### config.mk
export PLATFORM = sky130hd
export DESIGN_NAME = sha1_stream_hasher
export DESIGN_NICKNAME = d
export VERILOG_FILES = /design/src/hdl/sha1sh_pkg.sv /design/src/hdl/sha1sh_cmd_fifo.sv /design/src/hdl/sha1sh_front.sv /design/src/hdl/sha1sh_core.sv /design/src/hdl/sha1_stream_hasher.sv
export SDC_FILE = /design/constraint.sdc
export NUM_CORES = 2
export LEC_CHECK = 0
export BUFFER_PORTS_ARGS = -buffer_cell sky130_fd_sc_hd__buf_2
export CORE_MARGIN = 1
export CORE_UTILIZATION = 30
export CTS_CLUSTER_SIZE = 12
export DETAILED_ROUTE_END_ITERATION = 12
export SETUP_SLACK_MARGIN = 0.3
export SYNTH_ARGS = -nofsm -noshare
export SYNTH_HDL_FRONTEND = slang
export SYNTH_SLANG_ARGS = --single-unit
### constraint.sdc
create_clock -name clk -period 7.75 [get_ports clk]
set_clock_uncertainty 0.1 [all_clocks]
set_input_delay 1.55 -clock clk [delete_from_list [all_inputs] [get_ports clk]]
set_output_delay 1.55 -clock clk [all_outputs]
set_load 0.05 [all_outputs]
### src/hdl/sha1sh_pkg.sv
// ----------------------------------------------------------------------------
// SHA-1 stream hasher package
// Shared action codes, command format, SHA-1 constants and queue sizing.
// ----------------------------------------------------------------------------
package sha1sh_pkg;

  localparam int unsigned CMD_QUEUE_DEPTH = 4;

  localparam int unsigned WORD_W     = 32;
  localparam int unsigned NUM_CHAIN  = 5;
  localparam int unsigned SCHED_LEN  = 16;
  localparam int unsigned NUM_ROUNDS = 80;

  localparam logic [1:0] ACT_ABSORB  = 2'd0;
  localparam logic [1:0] ACT_FINISH  = 2'd1;
  localparam logic [1:0] ACT_RESTART = 2'd2;

  localparam logic [7:0] PAD_MARK = 8'h80;

  localparam logic [5:0] LEN_OFFSET = 6'd56;
  localparam logic [5:0] LAST_FILL  = 6'd63;

  typedef enum logic [1:0] {
    CMD_ABSORB,
    CMD_FINISH,
    CMD_RESTART
  } cmd_op_t;

  typedef struct packed {
    cmd_op_t    op;
    logic [7:0] data;
  } cmd_t;

  localparam logic [31:0] ROUND_K [4] = '{
    32'h5A827999, 32'h6ED9EBA1, 32'h8F1BBCDC, 32'hCA62C1D6
  };

  localparam logic [31:0] INIT_H [NUM_CHAIN] = '{
    32'h67452301, 32'hEFCDAB89, 32'h98BADCFE, 32'h10325476, 32'hC3D2E1F0
  };

endpackage

### src/hdl/sha1sh_cmd_fifo.sv
// ----------------------------------------------------------------------------
// SHA-1 command queue
// Small register queue between the classifying front end and the hash core.
// ----------------------------------------------------------------------------
module sha1sh_cmd_fifo #(
  parameter int unsigned DEPTH = sha1sh_pkg::CMD_QUEUE_DEPTH
) (
  input  logic              clk,
  input  logic              rst_n,
  input  logic              push_valid,
  input  sha1sh_pkg::cmd_t  push_cmd,
  output logic              push_ready,
  output logic              pop_valid,
  output sha1sh_pkg::cmd_t  pop_cmd,
  input  logic              pop_ready
);

  localparam int unsigned PW = (DEPTH > 1) ? $clog2(DEPTH) : 1;
  localparam int unsigned CW = $clog2(DEPTH + 1);

  sha1sh_pkg::cmd_t mem_r [DEPTH];
  logic [PW-1:0]    wr_ptr_r, wr_ptr_nxt;
  logic [PW-1:0]    rd_ptr_r, rd_ptr_nxt;
  logic [CW-1:0]    count_r, count_nxt;
  logic             do_push, do_pop;

  assign push_ready = (count_r != CW'(DEPTH));
  assign pop_valid  = (count_r != '0);
  assign pop_cmd    = mem_r[rd_ptr_r];
  assign do_push    = push_valid && push_ready;
  assign do_pop     = pop_valid && pop_ready;

  always_comb begin
    wr_ptr_nxt = wr_ptr_r;
    rd_ptr_nxt = rd_ptr_r;
    count_nxt  = count_r;
    if (do_push) begin
      wr_ptr_nxt = (wr_ptr_r == PW'(DEPTH - 1)) ? '0 : wr_ptr_r + 1'b1;
    end
    if (do_pop) begin
      rd_ptr_nxt = (rd_ptr_r == PW'(DEPTH - 1)) ? '0 : rd_ptr_r + 1'b1;
    end
    if (do_push && !do_pop) begin
      count_nxt = count_r + 1'b1;
    end else if (!do_push && do_pop) begin
      count_nxt = count_r - 1'b1;
    end
  end

  always_ff @(posedge clk) begin
    if (!rst_n) begin
      wr_ptr_r <= '0;
      rd_ptr_r <= '0;
      count_r  <= '0;
    end else begin
      wr_ptr_r <= wr_ptr_nxt;
      rd_ptr_r <= rd_ptr_nxt;
      count_r  <= count_nxt;
    end
  end

  always_ff @(posedge clk) begin
    if (do_push) begin
      mem_r[wr_ptr_r] <= push_cmd;
    end
  end

endmodule

### src/hdl/sha1sh_front.sv
// ----------------------------------------------------------------------------
// SHA-1 front end
// Accepts input transfers, drops ignored ones and queues commands.
// ----------------------------------------------------------------------------
module sha1sh_front (
  input  logic              clk,
  input  logic              rst_n,
  input  logic              in_valid,
  output logic              in_ready,
  input  logic [1:0]        in_action,
  input  logic [7:0]        in_data_byte,
  output logic              push_valid,
  output sha1sh_pkg::cmd_t  push_cmd,
  input  logic              push_ready
);

  logic done_r, done_nxt;
  logic accept;

  assign in_ready = push_ready;
  assign accept   = in_valid && in_ready;

  always_comb begin
    done_nxt      = done_r;
    push_valid    = 1'b0;
    push_cmd.op   = sha1sh_pkg::CMD_ABSORB;
    push_cmd.data = in_data_byte;
    if (accept) begin
      if (in_action == sha1sh_pkg::ACT_RESTART) begin
        push_valid  = 1'b1;
        push_cmd.op = sha1sh_pkg::CMD_RESTART;
        done_nxt    = 1'b0;
      end else if (!done_r && in_action == sha1sh_pkg::ACT_ABSORB) begin
        push_valid  = 1'b1;
        push_cmd.op = sha1sh_pkg::CMD_ABSORB;
      end else if (!done_r && in_action == sha1sh_pkg::ACT_FINISH) begin
        push_valid  = 1'b1;
        push_cmd.op = sha1sh_pkg::CMD_FINISH;
        done_nxt    = 1'b1;
      end
    end
  end

  always_ff @(posedge clk) begin
    if (!rst_n) begin
      done_r <= 1'b0;
    end else begin
      done_r <= done_nxt;
    end
  end

endmodule

### src/hdl/sha1sh_core.sv
// ----------------------------------------------------------------------------
// SHA-1 hash core
// Packs bytes into the schedule window, pads, runs one round per cycle and
// presents the digest words.
// ----------------------------------------------------------------------------
module sha1sh_core (
  input  logic              clk,
  input  logic              rst_n,
  input  logic              pop_valid,
  input  sha1sh_pkg::cmd_t  pop_cmd,
  output logic              pop_ready,
  output logic              out_valid,
  input  logic              out_ready,
  output logic [31:0]       out_digest_word,
  output logic [2:0]        out_word_index,
  output logic              out_last_word
);

  typedef enum logic [2:0] {
    S_IDLE,
    S_PAD,
    S_ROUND,
    S_ADD,
    S_EMIT
  } state_t;

  localparam int unsigned NC = sha1sh_pkg::NUM_CHAIN;
  localparam int unsigned NS = sha1sh_pkg::SCHED_LEN;

  state_t      state_r, state_nxt;
  logic [5:0]  fill_r, fill_nxt;
  logic [60:0] total_r, total_nxt;
  logic [23:0] acc_r, acc_nxt;
  logic [31:0] win_r [NS];
  logic [31:0] win_nxt [NS];
  logic [31:0] h_r [NC];
  logic [31:0] h_nxt [NC];
  logic [31:0] a_r, b_r, c_r, d_r, e_r;
  logic [31:0] a_nxt, b_nxt, c_nxt, d_nxt, e_nxt;
  logic [6:0]  round_r, round_nxt;
  logic        mark_r, mark_nxt;
  logic        len_r, len_nxt;
  logic        final_r, final_nxt;
  logic        finishing_r, finishing_nxt;
  logic [2:0]  emit_idx_r, emit_idx_nxt;
  logic        out_valid_r, out_valid_nxt;

  logic        push_en;
  logic [7:0]  push_byte;
  logic [63:0] bit_len;
  logic [2:0]  len_sel;
  logic [7:0]  len_byte;
  logic [1:0]  stage;
  logic [31:0] f_val, sched_new, t_sum;

  function automatic logic [31:0] sched_new_raw(input logic [31:0] x);
    return {x[30:0], x[31]};
  endfunction

  assign pop_ready       = (state_r == S_IDLE);
  assign out_valid       = out_valid_r;
  assign out_digest_word = h_r[emit_idx_r];
  assign out_word_index  = emit_idx_r;
  assign out_last_word   = (emit_idx_r == 3'(NC - 1));

  assign bit_len  = {total_r, 3'b000};
  assign len_sel  = ~fill_r[2:0];
  assign len_byte = bit_len[{len_sel, 3'b000} +: 8];

  always_comb begin
    if (round_r < 7'd20) begin
      stage = 2'd0;
      f_val = (b_r & c_r) | (~b_r & d_r);
    end else if (round_r < 7'd40) begin
      stage = 2'd1;
      f_val = b_r ^ c_r ^ d_r;
    end else if (round_r < 7'd60) begin
      stage = 2'd2;
      f_val = (b_r & c_r) | (b_r & d_r) | (c_r & d_r);
    end else begin
      stage = 2'd3;
      f_val = b_r ^ c_r ^ d_r;
    end
  end

  assign sched_new = {sched_new_raw(win_r[13] ^ win_r[8] ^ win_r[2] ^ win_r[0])};
  assign t_sum = {a_r[26:0], a_r[31:27]} + f_val + e_r +
                 sha1sh_pkg::ROUND_K[stage] + win_r[0];

  always_comb begin
    state_nxt     = state_r;
    fill_nxt      = fill_r;
    total_nxt     = total_r;
    acc_nxt       = acc_r;
    win_nxt       = win_r;
    h_nxt         = h_r;
    a_nxt         = a_r;
    b_nxt         = b_r;
    c_nxt         = c_r;
    d_nxt         = d_r;
    e_nxt         = e_r;
    round_nxt     = round_r;
    mark_nxt      = mark_r;
    len_nxt       = len_r;
    final_nxt     = final_r;
    finishing_nxt = finishing_r;
    emit_idx_nxt  = emit_idx_r;
    out_valid_nxt = out_valid_r;
    push_en       = 1'b0;
    push_byte     = 8'h00;

    case (state_r)
      S_IDLE: begin
        if (pop_valid) begin
          case (pop_cmd.op)
            sha1sh_pkg::CMD_ABSORB: begin
              push_en   = 1'b1;
              push_byte = pop_cmd.data;
              total_nxt = total_r + 1'b1;
            end
            sha1sh_pkg::CMD_FINISH: begin
              finishing_nxt = 1'b1;
              mark_nxt      = 1'b1;
              len_nxt       = 1'b0;
              final_nxt     = 1'b0;
              state_nxt     = S_PAD;
            end
            sha1sh_pkg::CMD_RESTART: begin
              h_nxt         = sha1sh_pkg::INIT_H;
              fill_nxt      = '0;
              total_nxt     = '0;
              finishing_nxt = 1'b0;
            end
            default: begin
            end
          endcase
        end
      end
      S_PAD: begin
        push_en = 1'b1;
        if (mark_r) begin
          push_byte = sha1sh_pkg::PAD_MARK;
          mark_nxt  = 1'b0;
        end else if (len_r || fill_r == sha1sh_pkg::LEN_OFFSET) begin
          push_byte = len_byte;
          len_nxt   = 1'b1;
          if (fill_r == sha1sh_pkg::LAST_FILL) begin
            final_nxt = 1'b1;
          end
        end
      end
      S_ROUND: begin
        for (int i = 0; i < NS - 1; i++) begin
          win_nxt[i] = win_r[i+1];
        end
        win_nxt[NS-1] = sched_new;
        e_nxt     = d_r;
        d_nxt     = c_r;
        c_nxt     = {b_r[1:0], b_r[31:2]};
        b_nxt     = a_r;
        a_nxt     = t_sum;
        round_nxt = round_r + 1'b1;
        if (round_r == 7'(sha1sh_pkg::NUM_ROUNDS - 1)) begin
          state_nxt = S_ADD;
        end
      end
      S_ADD: begin
        h_nxt[0] = h_r[0] + a_r;
        h_nxt[1] = h_r[1] + b_r;
        h_nxt[2] = h_r[2] + c_r;
        h_nxt[3] = h_r[3] + d_r;
        h_nxt[4] = h_r[4] + e_r;
        if (final_r) begin
          final_nxt     = 1'b0;
          finishing_nxt = 1'b0;
          emit_idx_nxt  = '0;
          out_valid_nxt = 1'b1;
          state_nxt     = S_EMIT;
        end else if (finishing_r) begin
          state_nxt = S_PAD;
        end else begin
          state_nxt = S_IDLE;
        end
      end
      S_EMIT: begin
        if (out_ready) begin
          if (emit_idx_r == 3'(NC - 1)) begin
            out_valid_nxt = 1'b0;
            state_nxt     = S_IDLE;
          end else begin
            emit_idx_nxt = emit_idx_r + 1'b1;
          end
        end
      end
      default: begin
        state_nxt = S_IDLE;
      end
    endcase

    if (push_en) begin
      fill_nxt = fill_r + 1'b1;
      acc_nxt  = {acc_r[15:0], push_byte};
      if (fill_r[1:0] == 2'b11) begin
        for (int i = 0; i < NS - 1; i++) begin
          win_nxt[i] = win_r[i+1];
        end
        win_nxt[NS-1] = {acc_r, push_byte};
      end
      if (fill_r == sha1sh_pkg::LAST_FILL) begin
        a_nxt     = h_r[0];
        b_nxt     = h_r[1];
        c_nxt     = h_r[2];
        d_nxt     = h_r[3];
        e_nxt     = h_r[4];
        round_nxt = '0;
        state_nxt = S_ROUND;
      end
    end
  end

  always_ff @(posedge clk) begin
    if (!rst_n) begin
      state_r     <= S_IDLE;
      fill_r      <= '0;
      total_r     <= '0;
      h_r         <= sha1sh_pkg::INIT_H;
      round_r     <= '0;
      mark_r      <= 1'b0;
      len_r       <= 1'b0;
      final_r     <= 1'b0;
      finishing_r <= 1'b0;
      emit_idx_r  <= '0;
      out_valid_r <= 1'b0;
    end else begin
      state_r     <= state_nxt;
      fill_r      <= fill_nxt;
      total_r     <= total_nxt;
      h_r         <= h_nxt;
      round_r     <= round_nxt;
      mark_r      <= mark_nxt;
      len_r       <= len_nxt;
      final_r     <= final_nxt;
      finishing_r <= finishing_nxt;
      emit_idx_r  <= emit_idx_nxt;
      out_valid_r <= out_valid_nxt;
    end
  end

  always_ff @(posedge clk) begin
    acc_r <= acc_nxt;
    win_r <= win_nxt;
    a_r   <= a_nxt;
    b_r   <= b_nxt;
    c_r   <= c_nxt;
    d_r   <= d_nxt;
    e_r   <= e_nxt;
  end

endmodule

### src/hdl/sha1_stream_hasher.sv
// ----------------------------------------------------------------------------
// SHA-1 stream hasher
// Hashes a byte stream; each finish transfer yields a five-word digest.
//
// Input channel (in_valid/in_ready): in_action 0 absorbs in_data_byte,
// 1 pads the message and emits the digest, 2 restarts the hasher; code 3,
// and absorb or finish after a finish, are dropped without result.
// Output channel (out_valid/out_ready): five transfers per finish, word
// index 0 to 4, out_last_word set on index 4.
// Inputs land in a command queue of QUEUE_DEPTH entries, so in_ready only
// drops while the queue is full. The core takes one byte per cycle, but only
// while idle; the 64th byte of a block starts the compression, 80 rounds at
// one per cycle plus one chaining add. A finish appends 9 to 72 padding
// bytes, runs one or two compressions and then presents the digest words.
// A stalled receiver holds the current word steady; the queue keeps taking
// input until it fills.
// Reset restores the initial chaining values, empties the queue and clears
// the byte count; no result is pending afterward.
// ----------------------------------------------------------------------------
module sha1_stream_hasher #(
  parameter int unsigned QUEUE_DEPTH = sha1sh_pkg::CMD_QUEUE_DEPTH
) (
  input  logic        clk,
  input  logic        rst_n,
  input  logic        in_valid,
  output logic        in_ready,
  input  logic [1:0]  in_action,
  input  logic [7:0]  in_data_byte,
  output logic        out_valid,
  input  logic        out_ready,
  output logic [31:0] out_digest_word,
  output logic [2:0]  out_word_index,
  output logic        out_last_word
);

  logic             push_valid, push_ready;
  logic             pop_valid, pop_ready;
  sha1sh_pkg::cmd_t push_cmd, pop_cmd;

  sha1sh_front u_front (
    .clk          (clk),
    .rst_n        (rst_n),
    .in_valid     (in_valid),
    .in_ready     (in_ready),
    .in_action    (in_action),
    .in_data_byte (in_data_byte),
    .push_valid   (push_valid),
    .push_cmd     (push_cmd),
    .push_ready   (push_ready)
  );

  sha1sh_cmd_fifo #(
    .DEPTH (QUEUE_DEPTH)
  ) u_queue (
    .clk        (clk),
    .rst_n      (rst_n),
    .push_valid (push_valid),
    .push_cmd   (push_cmd),
    .push_ready (push_ready),
    .pop_valid  (pop_valid),
    .pop_cmd    (pop_cmd),
    .pop_ready  (pop_ready)
  );

  sha1sh_core u_core (
    .clk             (clk),
    .rst_n           (rst_n),
    .pop_valid       (pop_valid),
    .pop_cmd         (pop_cmd),
    .pop_ready       (pop_ready),
    .out_valid       (out_valid),
    .out_ready       (out_ready),
    .out_digest_word (out_digest_word),
    .out_word_index  (out_word_index),
    .out_last_word   (out_last_word)
  );

endmodule

==> flow_summary.ini <==
[cts]
clock_latency_ps = 750
clockBufferDepth = 3
cts_tree = done
clk_pin_slew_ps = 60
cts_setup_buffers = 0
post_cts_resized = 0
cts.sinks = 991
cts_hold_buffers = 0
cts_inserted_buffers = 104
cts_root_buf = clkbuf_16
htree_levels = 3

[setup_path]
path_max_fanout = 20
cp-end-kind = flip-flop
critical_path_class = flip-flop to flip-flop
required_ps = 8250
arrival_ps = 7170
cp-start-kind = flip-flop

[synth]
synth-seq-cells = 991
yosys.cell_types.count = 95
ys.flop_type = dfxtp_1
synth_nets = 5332
yosysWarningCount = 0
synthCells = 4957
synth-edff-count = 64
syn_area_um2 = 49300
synthArstFlopShare = 0
syn_avg_cell_area_um2 = 9.95
ys_seq_area_frac = 0.415

[flow_run]
maxCapViolations = 0

[sta]
slew_headroom = 0.199
tightestPinTransition_ps = 1200
setup_viol = 0
max_freq_mhz = 150
finalSetupTns_ps = 0
rsz0062_at_grt = no
min_period_ps = 6670
final_hold_viol_count = 0
period_share = 0.861
drv_slew = 0

[final_layout]
antenna_cells = 0
fin_cells = 7177
area_growth_pct = 11.8
drive_gt1_frac = 0.166
final_cell_area_um2 = 55200
nFillCells = 16600
final_core_util = 0.338
fin_nets = 5299

[floorplanning]
initial_core_util = 0.303
coreArea_um2 = 163000
rows = 148
die_h_um = 408
io_pins = 52
die_area_um2 = 166000
chipWidth_um = 408

[global_route]
grt_usage = 0.157
grt_max_degree = 196
grt_pass1_wl_mm = 207
antenna_found_initial = 1
grt_overflow = 0
grt_pass1_vias = 35600

[drt]
drt_pre_antenna_iters = 7
drc = 0
viasPerCell = 5.06
drt_iter0_markers = 2614
ant_nets = 0
wl_per_cell_um = 18.6
via_count = 36300
wirelength_mm = 133

[pwr]
ir_drop_mv = 0.216
p_per_area_nw_per_um2 = 298
p_total_mw = 16.5
p_leak_nw = 22.6

[hold_path]
hold_class = flip-flop to flip-flop

[placement]
placement.cell_area_um2 = 51800
dp_cells = 6993
dpl.hpwl_mm = 93.3
place.gp.congestion = 0.896
io_buffers = 51

[status]
outcome = completed
[registers in the layout (all words and copies together), names as in the netlist, 32 cells and up, named ones only]
signal / count
u_queue.mem_r: 40
u_core.a_r: 32
u_core.c_r: 32
u_core.h_r: 160
u_core.win_r: 512
u_core.b_r: 32
u_core.e_r: 32
u_core.total_r: 61
u_core.d_r: 32
[metal layers]
metal	up-vias	track usage	share of wire
met5	-	0	0
met4	0	0.0705	0.042
met1	17800	0.201	0.44
li1	17400	-	-
met3	258	0.0217	0.047
met2	880	0.262	0.47
[layout by cell type (no fill, tap or decap), types with 41 or more instances in the layout]
cell type	instances
dfxtp_1	925
xor2_1	123
edfxtp_1	64
inv_1	230
mux4_2	55
o21ai_0	236
nor2b_1	45
nand3_1	62
ha_1	238
mux2_2	483
o22ai_1	175
nand2_1	310
a21oi_1	252
nor2_1	576
a21o_1	90
buf_2	51
clkbuf_16	104
a22oi_1	52
and3_1	41
fa_1	123
xnor2_1	190
[worst max-delay path: stages (launching register included)]
cell and delay (ps):
dfxtp_1 450, o21ai_0 180, nor3_1 240, buf_4 210
clkinv_1 90, nand2_1 370, buf_4 360, inv_1 230
a21o_1 230, ha_1 290, fa_1 480, inv_1 50
fa_1 470, inv_1 40, ha_1 320, nor2b_1 170
o31a_1 290, o311ai_1 510, o21bai_1 230, a211oi_1 470
o31ai_1 200, a21o_1 220, o41ai_1 260, a41oi_1 90
[report_power, final]
| group | switching (mW) | total (mW) | internal, mW |
|---|---|---|---|
| logic | 3.06 | 5.24 | 2.18 |
| registers | 0.636 | 6.24 | 5.61 |
| clock network | 2.17 | 4.97 | 2.80 |
| total | 5.87 | 16.5 | 10.6 |
[cell usage after synthesis (7+ instances only)]
master | n | area share
dfxtp_1 | 927 | 0.38
nor2_1 | 580 | 0.044
mux2_2 | 483 | 0.11
nand2_1 | 314 | 0.024
a21oi_1 | 253 | 0.026
ha_1 | 238 | 0.060
o21ai_0 | 236 | 0.024
inv_1 | 230 | 0.017
xnor2_1 | 190 | 0.034
o22ai_1 | 175 | 0.022
clkbuf_1 | 159 | 0.012
fa_1 | 123 | 0.050
xor2_1 | 123 | 0.022
a21o_1 | 90 | 0.014
edfxtp_1 | 64 | 0.039
nand3_1 | 62 | 0.0063
mux4_2 | 55 | 0.025
a22oi_1 | 52 | 0.0079
buf_2 | 52 | 0.0053
nor2b_1 | 45 | 0.0057
and3_1 | 41 | 0.0052
nor3_1 | 34 | 0.0034
a211oi_1 | 29 | 0.0044
nand2b_1 | 27 | 0.0034
a31oi_1 | 26 | 0.0033
nand4_1 | 26 | 0.0033
o21a_1 | 25 | 0.0038
or3_1 | 25 | 0.0032
o32ai_1 | 22 | 0.0039
mux2i_1 | 19 | 0.0039
o211ai_1 | 19 | 0.0029
and2_1 | 17 | 0.0022
o21bai_1 | 16 | 0.0024
buf_1 | 13 | 0.00099
a221o_1 | 10 | 0.0020
o31ai_1 | 9 | 0.0014
or2_2 | 8 | 0.0010
o21ai_1 | 7 | 0.00071
[cells by family after synthesis]
kind of cell             Yosys count  share of synthesized area
adder cells (fa/ha/maj)          361                      0.110
multiplexers                     557                      0.139
AO/OA/AOI/OAI                   1053                      0.134
buffers and inverters            460                     0.0365
AND/OR/NAND/NOR                 1222                      0.109
XOR/XNOR                         313                     0.0556
flip-flops                       991                      0.415
[stage by stage]
| step | setup WS, ps | hold slack (ps) |
|---|---|---|
| after floorplan | 2060 | 318 |
| after global placement | 1320 | 338 |
| after detailed placement | 1190 | 336 |
| after CTS | 1180 | 332 |
| after global routing | 663 | 355 |
| final | 1080 | 338 |
[area by class of cell]
cell class,count,area (um2),share of cell area
tap,2175,2720,0.0493
clock buffer,156,2930,0.0531
clock inverter,28,458,0.00830
sequential,991,20500,0.371
timing repair buffer,87,563,0.0102
multi-input combinational,3506,27100,0.492
inverter,234,878,0.0159
[final timing paths]
path	start	end	slack, ps	cells past startpoint
worst max-delay path	u_core.round_r[4]	u_core.a_r[31]	1080	23
worst min-delay path	u_core.win_r[57]	u_core.win_r[89]	340	1
worst max register to register	u_core.round_r[4]	u_core.a_r[31]	1080	23
worst min register to register	u_core.win_r[57]	u_core.win_r[89]	340	1
Power figures use the tool's default switching activity.
